--- src/hsft_pkg.sv ---
package hsft_pkg;

	// SHA-1 chaining value at the start of a hash, word 0 in element 0
	localparam logic [4:0][31:0] H_INIT = {
		32'hC3D2E1F0, 32'h10325476, 32'h98BADCFE, 32'hEFCDAB89, 32'h67452301
	};

	// round constants, one per quarter
	localparam logic [31:0] K_Q0 = 32'h5A827999;
	localparam logic [31:0] K_Q1 = 32'h6ED9EBA1;
	localparam logic [31:0] K_Q2 = 32'h8F1BBCDC;
	localparam logic [31:0] K_Q3 = 32'hCA62C1D6;

	localparam logic [7:0] IPAD     = 8'h36;
	localparam logic [7:0] OPAD     = 8'h5c;
	localparam logic [7:0] PAD_MARK = 8'h80;

	// bit lengths in the closing block: pad block plus 14-byte frame or 20-byte digest
	localparam logic [31:0] MSG_LEN_BITS = 32'd624;
	localparam logic [31:0] DIG_LEN_BITS = 32'd672;

	localparam int unsigned ROUNDS = 80;
	localparam int unsigned RND_W  = 7;
	localparam logic [RND_W-1:0] LAST_ROUND = RND_W'(ROUNDS - 1);

	// configuration register indexes
	localparam logic [1:0] CFG_KEY_0_7   = 2'd0;
	localparam logic [1:0] CFG_KEY_8_15  = 2'd1;
	localparam logic [1:0] CFG_KEY_16_19 = 2'd2;

	typedef enum logic [1:0] {
		ST_IDLE,
		ST_LOAD,
		ST_ROUND,
		ST_ADD
	} state_t;

	// the four compressions of one tag, in order
	typedef enum logic [1:0] {
		BLK_IPAD,
		BLK_MSG,
		BLK_OPAD,
		BLK_DIG
	} blk_t;

	typedef struct packed {
		logic [31:0] f;
		logic [31:0] k;
	} fk_t;

	// round function and constant for round rnd
	function automatic fk_t round_fk(
		input logic [RND_W-1:0] rnd,
		input logic [31:0]      b,
		input logic [31:0]      c,
		input logic [31:0]      d
	);
		fk_t r;
		priority if (rnd < RND_W'(20)) begin
			r.f = (b & c) | (~b & d);
			r.k = K_Q0;
		end else if (rnd < RND_W'(40)) begin
			r.f = b ^ c ^ d;
			r.k = K_Q1;
		end else if (rnd < RND_W'(60)) begin
			r.f = (b & c) | (b & d) | (c & d);
			r.k = K_Q2;
		end else begin
			r.f = b ^ c ^ d;
			r.k = K_Q3;
		end
		return r;
	endfunction

	// sixteen message words of the selected block, word 0 in element 0
	function automatic logic [15:0][31:0] block_words(
		input blk_t             sel,
		input logic [63:0]      key_0_7,
		input logic [63:0]      key_8_15,
		input logic [31:0]      key_16_19,
		input logic [111:0]     msg,
		input logic [4:0][31:0] idig
	);
		logic [15:0][31:0] w;
		logic [4:0][31:0]  kw;
		logic [7:0]        pad;
		kw  = {key_16_19, key_8_15[31:0], key_8_15[63:32], key_0_7[31:0], key_0_7[63:32]};
		pad = (sel == BLK_IPAD) ? IPAD : OPAD;
		w   = '0;
		unique case (sel)
			BLK_IPAD, BLK_OPAD: begin
				for (int i = 0; i < 16; i++) begin
					w[i] = {4{pad}};
				end
				for (int i = 0; i < 5; i++) begin
					w[i] = kw[i] ^ {4{pad}};
				end
			end
			BLK_MSG: begin
				w[0]  = msg[111:80];
				w[1]  = msg[79:48];
				w[2]  = msg[47:16];
				w[3]  = {msg[15:0], PAD_MARK, 8'h00};
				w[15] = MSG_LEN_BITS;
			end
			BLK_DIG: begin
				for (int i = 0; i < 5; i++) begin
					w[i] = idig[i];
				end
				w[5]  = {PAD_MARK, 24'h000000};
				w[15] = DIG_LEN_BITS;
			end
			default: begin
				w = '0;
			end
		endcase
		return w;
	endfunction

endpackage

--- src/hmac_sha1_frame_tag.sv ---
// HMAC-SHA1 tag of one 14-byte frame (identifier, data, nonce) under a
// 20-byte key.
// Config: write cfg_data to key register cfg_index while cfg_valid is high;
// cfg_ready is always high. Index 0 and 1 take 64 key bits, index 2 takes 32;
// index 3 is ignored. Write only while busy is low and no tag is pending.
// Command: a frame is taken at the edge where start is high and busy is low.
// busy stays high while the frame is hashed.
// Result: tag is shown for one cycle with tag_valid high, registered from the
// chaining add of the last compression; the receiver cannot hold it off. busy
// drops in that same cycle, so the next start may coincide with the tag beat.
// Sequence: the idle state takes the start, then come four compressions of one
// load, 80 rounds and one chaining add each on a single SHA-1 round unit doing
// one round a cycle; a new frame is taken only once the last tag is out.
// Reset: arst_n clears the sequencer and the key registers to zero.
module hmac_sha1_frame_tag (
	input  logic         clk,
	input  logic         arst_n,
	input  logic         start,
	output logic         busy,
	input  logic [15:0]  frame_id,
	input  logic [63:0]  frame_data,
	input  logic [31:0]  nonce,
	output logic         tag_valid,
	output logic [15:0]  tag,
	input  logic         cfg_valid,
	output logic         cfg_ready,
	input  logic [1:0]   cfg_index,
	input  logic [63:0]  cfg_data
);

	hsft_pkg::state_t          state_q, state_d;
	hsft_pkg::blk_t            blk_q;
	logic [hsft_pkg::RND_W-1:0] rnd_q;
	logic                      load_en, round_en, add_en;

	logic [63:0]       key_0_7_q, key_8_15_q;
	logic [31:0]       key_16_19_q;
	logic [111:0]      msg_q;
	logic [4:0][31:0]  h_q, idig_q, sum;
	logic [31:0]       a_q, b_q, c_q, d_q, e_q;
	logic [31:0]       w_q [16];
	logic [15:0][31:0] blk_w;
	logic [31:0]       w_next, t_val;
	hsft_pkg::fk_t     fk;
	logic              tag_valid_q;
	logic [15:0]       tag_q;

	assign cfg_ready = 1'b1;
	assign busy      = (state_q != hsft_pkg::ST_IDLE);
	assign tag_valid = tag_valid_q;
	assign tag       = tag_q;

	// key registers
	always_ff @(posedge clk or negedge arst_n) begin
		if (!arst_n) begin
			key_0_7_q   <= '0;
			key_8_15_q  <= '0;
			key_16_19_q <= '0;
		end else if (cfg_valid && cfg_ready) begin
			priority if (cfg_index == hsft_pkg::CFG_KEY_0_7) begin
				key_0_7_q <= cfg_data;
			end else if (cfg_index == hsft_pkg::CFG_KEY_8_15) begin
				key_8_15_q <= cfg_data;
			end else if (cfg_index == hsft_pkg::CFG_KEY_16_19) begin
				key_16_19_q <= cfg_data[31:0];
			end
		end
	end

	// state register
	always_ff @(posedge clk or negedge arst_n) begin
		if (!arst_n) begin
			state_q <= hsft_pkg::ST_IDLE;
		end else begin
			state_q <= state_d;
		end
	end

	// next state and datapath enables
	always_comb begin
		state_d  = state_q;
		load_en  = 1'b0;
		round_en = 1'b0;
		add_en   = 1'b0;
		unique case (state_q)
			hsft_pkg::ST_IDLE: begin
				if (start) begin
					state_d = hsft_pkg::ST_LOAD;
				end
			end
			hsft_pkg::ST_LOAD: begin
				load_en = 1'b1;
				state_d = hsft_pkg::ST_ROUND;
			end
			hsft_pkg::ST_ROUND: begin
				round_en = 1'b1;
				if (rnd_q == hsft_pkg::LAST_ROUND) begin
					state_d = hsft_pkg::ST_ADD;
				end
			end
			hsft_pkg::ST_ADD: begin
				add_en  = 1'b1;
				state_d = (blk_q == hsft_pkg::BLK_DIG) ? hsft_pkg::ST_IDLE
				                                      : hsft_pkg::ST_LOAD;
			end
			default: begin
				state_d = hsft_pkg::ST_IDLE;
			end
		endcase
	end

	// block and round counters
	always_ff @(posedge clk or negedge arst_n) begin
		if (!arst_n) begin
			blk_q       <= hsft_pkg::BLK_IPAD;
			rnd_q       <= '0;
			tag_valid_q <= 1'b0;
		end else begin
			tag_valid_q <= add_en && (blk_q == hsft_pkg::BLK_DIG);
			if (state_q == hsft_pkg::ST_IDLE) begin
				blk_q <= hsft_pkg::BLK_IPAD;
			end else if (add_en) begin
				unique case (blk_q)
					hsft_pkg::BLK_IPAD: blk_q <= hsft_pkg::BLK_MSG;
					hsft_pkg::BLK_MSG:  blk_q <= hsft_pkg::BLK_OPAD;
					hsft_pkg::BLK_OPAD: blk_q <= hsft_pkg::BLK_DIG;
					hsft_pkg::BLK_DIG:  blk_q <= hsft_pkg::BLK_IPAD;
					default:            blk_q <= hsft_pkg::BLK_IPAD;
				endcase
			end
			if (load_en) begin
				rnd_q <= '0;
			end else if (round_en) begin
				rnd_q <= rnd_q + 1'b1;
			end
		end
	end

	// block contents, round logic and chaining sums
	assign blk_w  = hsft_pkg::block_words(blk_q, key_0_7_q, key_8_15_q, key_16_19_q,
	                                      msg_q, idig_q);
	assign w_next = {w_q[13] ^ w_q[8] ^ w_q[2] ^ w_q[0]} << 1
	              | {31'd0, w_q[13][31] ^ w_q[8][31] ^ w_q[2][31] ^ w_q[0][31]};
	assign fk     = hsft_pkg::round_fk(rnd_q, b_q, c_q, d_q);
	assign t_val  = {a_q[26:0], a_q[31:27]} + fk.f + e_q + fk.k + w_q[0];
	assign sum    = {h_q[4] + e_q, h_q[3] + d_q, h_q[2] + c_q, h_q[1] + b_q, h_q[0] + a_q};

	// datapath
	always_ff @(posedge clk) begin
		if (start && !busy) begin
			msg_q <= {frame_id, frame_data, nonce};
		end
		if (load_en) begin
			// pad blocks start a fresh hash, the others chain on h
			if (blk_q == hsft_pkg::BLK_IPAD || blk_q == hsft_pkg::BLK_OPAD) begin
				h_q <= hsft_pkg::H_INIT;
				a_q <= hsft_pkg::H_INIT[0];
				b_q <= hsft_pkg::H_INIT[1];
				c_q <= hsft_pkg::H_INIT[2];
				d_q <= hsft_pkg::H_INIT[3];
				e_q <= hsft_pkg::H_INIT[4];
			end else begin
				a_q <= h_q[0];
				b_q <= h_q[1];
				c_q <= h_q[2];
				d_q <= h_q[3];
				e_q <= h_q[4];
			end
			for (int i = 0; i < 16; i++) begin
				w_q[i] <= blk_w[i];
			end
		end else if (round_en) begin
			a_q <= t_val;
			b_q <= a_q;
			c_q <= {b_q[1:0], b_q[31:2]};
			d_q <= c_q;
			e_q <= d_q;
			for (int i = 0; i < 15; i++) begin
				w_q[i] <= w_q[i+1];
			end
			w_q[15] <= w_next;
		end else if (add_en) begin
			h_q <= sum;
			if (blk_q == hsft_pkg::BLK_MSG) begin
				idig_q <= sum;
			end
			if (blk_q == hsft_pkg::BLK_DIG) begin
				tag_q <= {sum[4][7:0], sum[4][15:8]};
			end
		end
	end

endmodule

--- config.mk ---
export PLATFORM = sky130hd
export DESIGN_NAME = hmac_sha1_frame_tag
export DESIGN_NICKNAME = d
export VERILOG_FILES = /design/src/hsft_pkg.sv /design/src/hmac_sha1_frame_tag.sv
export SDC_FILE = /design/constraint.sdc
export NUM_CORES = 2
export LEC_CHECK = 0
export BUFFER_PORTS_ARGS = -buffer_cell sky130_fd_sc_hd__buf_4
export CELL_PAD_IN_SITES_DETAIL_PLACEMENT = 0
export CELL_PAD_IN_SITES_GLOBAL_PLACEMENT = 2
export CORE_MARGIN = 4
export CORE_UTILIZATION = 26
export CTS_CLUSTER_DIAMETER = 50
export CTS_CLUSTER_SIZE = 8
export DETAILED_ROUTE_END_ITERATION = 16
export PLACE_DENSITY = 0.61
export SYNTH_ARGS = -nofsm -noshare
export SYNTH_HDL_FRONTEND = slang
export SYNTH_SLANG_ARGS = --single-unit
--- constraint.sdc ---
create_clock -name clk -period 19.3 [get_ports clk]
set_input_delay 1.93 -clock clk [delete_from_list [all_inputs] [get_ports clk]]
set_output_delay 1.93 -clock clk [all_outputs]
set_load 0.01 [all_outputs]
# Word level (Yosys, flattened, before mapping)
# Memories as Yosys holds them, arrays and structs flattened.
# Index checks and enable logic that the tools add are counted.
# classes
reduce_logical,19
n_eq_ne,13
magnitude_cmp,3
bitwise,42
n_addsub,10
muxes,60
# ops
cell,n
$mux W32,31
$mux W160,4
$pmux W128 S3,1
$add A32 B32 Y32,9
$mux W287,1
$mux W64,3
$xor A32 B31 Y32,5
$and A32 B32 Y32,4
$pmux W64 S2,1
$or A32 B32 Y32,3
$pmux W32 S3,1
$xor A31 B31 Y31,3
$xor A32 B32 Y32,2
$not A32 Y32,1
$or A32 B1 Y32,1
$mux W7,3
$or A1 B1 Y1,16
$pmux W2 S4,2
$lt A7 B6 Y1 const B,2
$reduce_and A4 Y1,3
$eq A2 B2 Y1 const B,5
$mux W1,9
$mux W2,4
$reduce_bool A2 Y1,4
15 further kinds,29
# word_totals
output_inout_bits,19
inputBits,182
ram_bits,512
regBits,780
n_memories,1
word_cells,172
# memory_table
memory,depth,word_bits,read_ports,rd_clocked_by_memory_dff,write_ports,line,rtl
w_q,16,32,16,0,16,hmac_sha1_frame_tag.sv:41,logic [31:0] w_q [16];

# Logic depth before layout (Yosys ltp)
# logic_depth
depth_word,12
ltp_mapped,25
depth_no_buf,23

# Least setup slack after synthesis
# OpenSTA, ideal clock, no wires.
# synth_timing
path_kind,reg2reg
from,register state_q[0]
to,"register idig_q[0] (netlist name), enable pin"
period_less_slack_ps,17996
path_slack_ps,1304
t_required_ps,18333
arrival_ps,17029
path_buffers,2
setup_time_ps,967
stages_incl_launch_ff,6
cell_sequence,dfrtp_1 > inv_1 > ha_1 > clkbuf_1 > clkbuf_1 > and3b_1
# synth_via
elab_chain_len,4
word_cells_on_any_way,9
cone_classes,eq/ne: 3; mux: 3; bitwise: 2; reduce/logical: 1
# synth_lines
item,line,rtl
start: declaration,hmac_sha1_frame_tag.sv:31,"hsft_pkg::state_t state_q, state_d;"
start signal: assignment,hmac_sha1_frame_tag.sv:73,state_q <= hsft_pkg::ST_IDLE;
start signal: assignment,hmac_sha1_frame_tag.sv:75,state_q <= state_d;
$eq A2 B2 Y1 / $eq A2 B1 Y1 (equally long branches),hmac_sha1_frame_tag.sv:85,unique case (state_q)
$mux W1,hmac_sha1_frame_tag.sv:85,
$not A1 Y1 (no source line),-,
$reduce_and A4 Y1 (no source line) (*),-,
end signal: assignment,hmac_sha1_frame_tag.sv:185,idig_q <= sum;
end: declaration,hmac_sha1_frame_tag.sv:39,"logic [4:0][31:0] h_q, idig_q, sum;"
# Every way passes the cells marked *; elsewhere a longest branch is shown, timed or not.
# A chain may end at the register's enable or synchronous reset.

# Worst setup path in the final report
# layout_timing
from,register rnd_q[2] (netlist name)
to,"register a_q[29], data pin"
# layout_via
elab_chain_len,10
word_cells_on_any_way,12
cone_classes,add/sub: 4; order compare: 3; mux: 5
# layout_lines
item,line,rtl
start: declaration,hmac_sha1_frame_tag.sv:33,logic [hsft_pkg::RND_W-1:0] rnd_q;
start signal: assignment,hmac_sha1_frame_tag.sv:134,rnd_q <= rnd_q + 1'b1;
$lt A7 B6 Y1,hsft_pkg.sv:65,end else if (rnd < RND_W'(60)) begin
$mux W64,hsft_pkg.sv:65,
$mux W64,hsft_pkg.sv:62,end else if (rnd < RND_W'(40)) begin
$mux W64 (*),hsft_pkg.sv:59,priority if (rnd < RND_W'(20)) begin
$add A32 B32 Y32 (2 in series),hmac_sha1_frame_tag.sv:145,"assign t_val = {a_q[26:0], a_q[31:27]} + fk.f + e_q + fk.k + w_q[0];"
$add A32 B32 Y32 (*) (2 in series),hmac_sha1_frame_tag.sv:145,
$mux W32 (*),hmac_sha1_frame_tag.sv:172,end else if (round_en) begin
$mux W32 (*),hmac_sha1_frame_tag.sv:153,if (load_en) begin
end signal: assignment,hmac_sha1_frame_tag.sv:157,a_q <= hsft_pkg::H_INIT[0];
end signal: assignment,hmac_sha1_frame_tag.sv:163,a_q <= h_q[0];
end signal: assignment,hmac_sha1_frame_tag.sv:173,a_q <= t_val;
end: declaration,hmac_sha1_frame_tag.sv:40,"logic [31:0] a_q, b_q, c_q, d_q, e_q;"
# Every way passes the cells marked *; elsewhere a longest branch is shown, timed or not. The select of a mux whose other input is x is not followed.

==> results.txt <==
----------------------------------------------------
[CTS]
  Number of buffers inserted by hold repair at cts ... 0
  Number of instances resized during post-cts repair ... 0
  Clock-pin slew on the worst setup and hold paths ... 50 ps
  Clock latency reported for the late side of the worst-skew pair ... 840 ps
  Clock tree root buffer cell ... sky130_fd_sc_hd__clkbuf_16
  Maximum root-to-sink buffer count ... 3
  Clk sinks ... around 1.3k
  CTS tree ... built
  CTS H-tree lvls ... 4
  Number of buffers created by CTS ... 199
  Post-CTS setup-driven buffer insertion count ... 0

[Floorplanning]
  Vertical extent of the die ... 509 um
  DIE AREA ... between 0.2 and 0.3 mm^2
  Number of rows in the core area ... 183
  I/O pin cnt ... between 200 and 250
  Width of the chip ... 509 um
  Initial Utilization ... 0.262
  Core Footprint ... 0.249 mm^2

[Detailed routing]
  Wire length after detailed routing ... 270000 um
  Antenna Nets Post-Route ... 0
  Via count ... 44.4k
  1st-pass router iterations ... 5
  Via count normalized by instance count ... roughly 4.9
  Routed len/inst ... approximately 30 um
  Iteration-0 DRC count of the detailed router ... between 3k and 4k
  Post-route DRC ... 0

[Synthesis]
  Flip-flop cell with the highest count after synthesis ... sky130_fd_sc_hd__edfxtp_1
  Count of flip-flops with a built-in enable after synthesis ... 1120
  Number of nets in the synthesized netlist ... 5867
  Synth Register Bits ... 1292
  Average footprint of a synthesized cell ... 12.2 um^2
  Top cell types by occurrence after synthesis ... 1120 x sky130_fd_sc_hd__edfxtp_1, 476 x sky130_fd_sc_hd__inv_1, 407 x sky130_fd_sc_hd__a21oi_1, 376 x sky130_fd_sc_hd__nand2_1, 272 x sky130_fd_sc_hd__o21ai_0
  Warnings, synthesis ... 0
  Top cells by area, synth ... sky130_fd_sc_hd__edfxtp_1 52%, sky130_fd_sc_hd__dfrtp_1 6.6%, sky130_fd_sc_hd__ha_1 4.1%
  Most common cell in the netlist ... sky130_fd_sc_hd__edfxtp_1
  Share of Yosys cell area claimed by the top area cell type ... 0.515
  Synth async-reset ratio ... 0.133
  Leading area contributor after synthesis ... sky130_fd_sc_hd__edfxtp_1
  Mapped Cells ... 5354
  Summed instance area of the synthesized netlist ... 0.0653 mm^2
  Number of different library cells in the post-synthesis netlist ... 97
  Sequential cell area fraction in the yosys report ... 0.581

[Placed design]
  IO Port Bufs ... 199
  Dpl hpwl ... 203000 um
  Weighted congestion reported at the end of routability-driven placement ... 0.910
  Setup Slack @ Placement ... 12690 ps

[Cells and area]
  Layout-stage area growth over the synthesis result ... 18.0%
  Number of fillers in the final layout ... 25.6k
  Number of nets in the finished design ... 6070
  Ratio of cells with drive above 1 in the final layout ... 0.147

[Timing]
  Final setup fails ... 0
  Worst Skew ... between 70 and 80 ps
  Sum of negative setup slack ... 0 ps
  Transition at the pin with the smallest max-transition slack ... 1190 ps
  Max Clock Freq ... 150 MHz
  Worst relative slew slack ... 0.202
  Slew Limit Fails ... 0
  Setup slack after layout ... between 10000 and 15000 ps
  Tcrit/Tclk final ... 0.345
  Final Hold Violating Endpoints ... 0
  Unrepaired setup endpoints after global routing ... false
  Minimum clock period ... 6650 ps

[Global routing]
  First-pass GRT wire length ... 368000 um
  Met2 Usage GRT ... 0.344
  Met1 capacity usage during global routing ... 0.262
  Via count of the first global-routing pass ... roughly 45k
  Total global routing track utilization ... 0.204
  Number of antenna violations at the first check in global routing ... 31
  Met3 Track Usage GR ... 0.0270
  Leftover overflow at the end of global routing ... 0
  Largest net degree at the start of global routing ... 156
  Most Crowded Layer GR ... met2

[Critical path]
  Peak fanout along the critical path ... 24
  Crit Path Class ... reg2reg
  Crit path launch type ... register
  CP required ... approximately 20000 ps
  Category of the worst setup path capture point ... register
  Data arrival time at the worst-slack endpoint ... 7190 ps

[Worst hold path]
  Min-Delay Path Class ... reg2reg

[Run status]
  Status ... complete, no violations

[Flow run]
  Max-capacitance violation count ... 0

----------------------------------------------------
## path summary, 6_finish.rpt
path,start,endpoint,slack [ps],cells past startpoint
setup / recovery,rnd_q[2],a_q[29],12650,23
hold / removal,w_q[1][81],w_q[1][49],460,2
setup reg to reg,rnd_q[2],a_q[29],12650,23
hold reg to reg,w_q[1][81],w_q[1][49],460,2
max in group asynchronous,arst_n,key_0_7_q[46],16940,2
min in group asynchronous,arst_n,tag_valid,1000,1
## critical path, cell delays in order (launching register included)
cell                       delay, ps
sky130_fd_sc_hd__dfrtp_1         440
sky130_fd_sc_hd__inv_1           130
sky130_fd_sc_hd__nor2_1           50
sky130_fd_sc_hd__or3_1           780
sky130_fd_sc_hd__inv_2           140
sky130_fd_sc_hd__buf_4           320
sky130_fd_sc_hd__nor2_1           70
sky130_fd_sc_hd__buf_4           240
sky130_fd_sc_hd__a221oi_1        400
sky130_fd_sc_hd__fa_1            470
sky130_fd_sc_hd__fa_1            440
sky130_fd_sc_hd__inv_1            60
sky130_fd_sc_hd__ha_1            160
sky130_fd_sc_hd__inv_1            60
sky130_fd_sc_hd__fa_1            440
sky130_fd_sc_hd__nand2b_1        200
sky130_fd_sc_hd__a21oi_1         210
sky130_fd_sc_hd__o21ai_1         140
sky130_fd_sc_hd__a21oi_2         350
sky130_fd_sc_hd__a21oi_1         260
sky130_fd_sc_hd__o311a_1         410
sky130_fd_sc_hd__o31a_1          290
sky130_fd_sc_hd__xor2_1          140
sky130_fd_sc_hd__o21ai_1          70
## layer usage
layer,routed length (um),vias up
li1,-,19700
met1,114000,23200
met2,130000,1157
met3,11900,331
met4,14100,2
met5,13,-
## registers in the layout (all words and copies together), names as in the netlist
signal,cells
key_8_15_q,64
h_q,160
a_q,32
msg_q,112
key_0_7_q,64
w_q,512
tag_valid,1
key_16_19_q,32
tag,16
idig_q,160
e_q,32
rnd_q,7
d_q,32
b_q,32
c_q,32
state_q,2
blk_q,2
## cells by family after synthesis
family / share of synthesized area
multiplexers: 0.0395
AND/OR/NAND/NOR: 0.0801
adder cells (fa/ha/maj): 0.0769
XOR/XNOR: 0.0448
flip-flops: 0.581
buffers and inverters: 0.0433
other: 0.0000575
AO/OA/AOI/OAI: 0.134
## placed cells by master, fill, tap and decap left out, drive strengths merged, types with 39 or more instances in the layout
cell type / netlist / final
nand3: 44 / 44
nand2: 376 / 376
or2: 80 / 80
buf: 37 / 270
fa: 117 / 117
nor2b: 76 / 76
nor2: 268 / 268
inv: 479 / 482
o22a: 58 / 58
ha: 214 / 214
xor2: 135 / 135
o21ai: 294 / 294
and2: 116 / 116
a221o: 81 / 81
a21o: 99 / 99
a21oi: 411 / 411
mux2: 195 / 195
a22oi: 39 / 39
a22o: 74 / 74
xnor2: 199 / 199
dfrtp: 172 / 172
a211oi: 46 / 46
edfxtp: 1120 / 1120
clkbuf: 231 / 331
## metrics by stage
| stage | area, um^2 | utilization | hold slack (ps) | cells |
|---|---|---|---|---|
| 2_1_floorplan | 65300 | - | 474 | 5354 |
| 3_3_place_gp | 70700 | 0.284 | 482 | 8686 |
| 3_5_place_dp | 70700 | 0.284 | 489 | 8686 |
| 4_1_cts | 76900 | 0.309 | 464 | 9055 |
| 5_1_grt | 77000 | 0.309 | 486 | 9081 |
| 6_report | 77000 | 0.309 | 459 | 9090 |
## layout make-up
type / count / area (um^2) / area share
Inverter: 479 / 1800 / 0.0234
Sequential cell: 1292 / 37900 / 0.493
Clock inverter: 38 / 587 / 0.00762
Tap cell: 3330 / 4170 / 0.0541
Antenna cell: 35 / 87.6 / 0.00114
Multi-Input combinational cell: 3315 / 24600 / 0.320
Clock buffer: 331 / 5650 / 0.0734
Timing Repair Buffer: 270 / 2110 / 0.0274
Power is not shown: default switching activity piles up to over one toggle a cycle in this logic, so the estimate is an artifact.
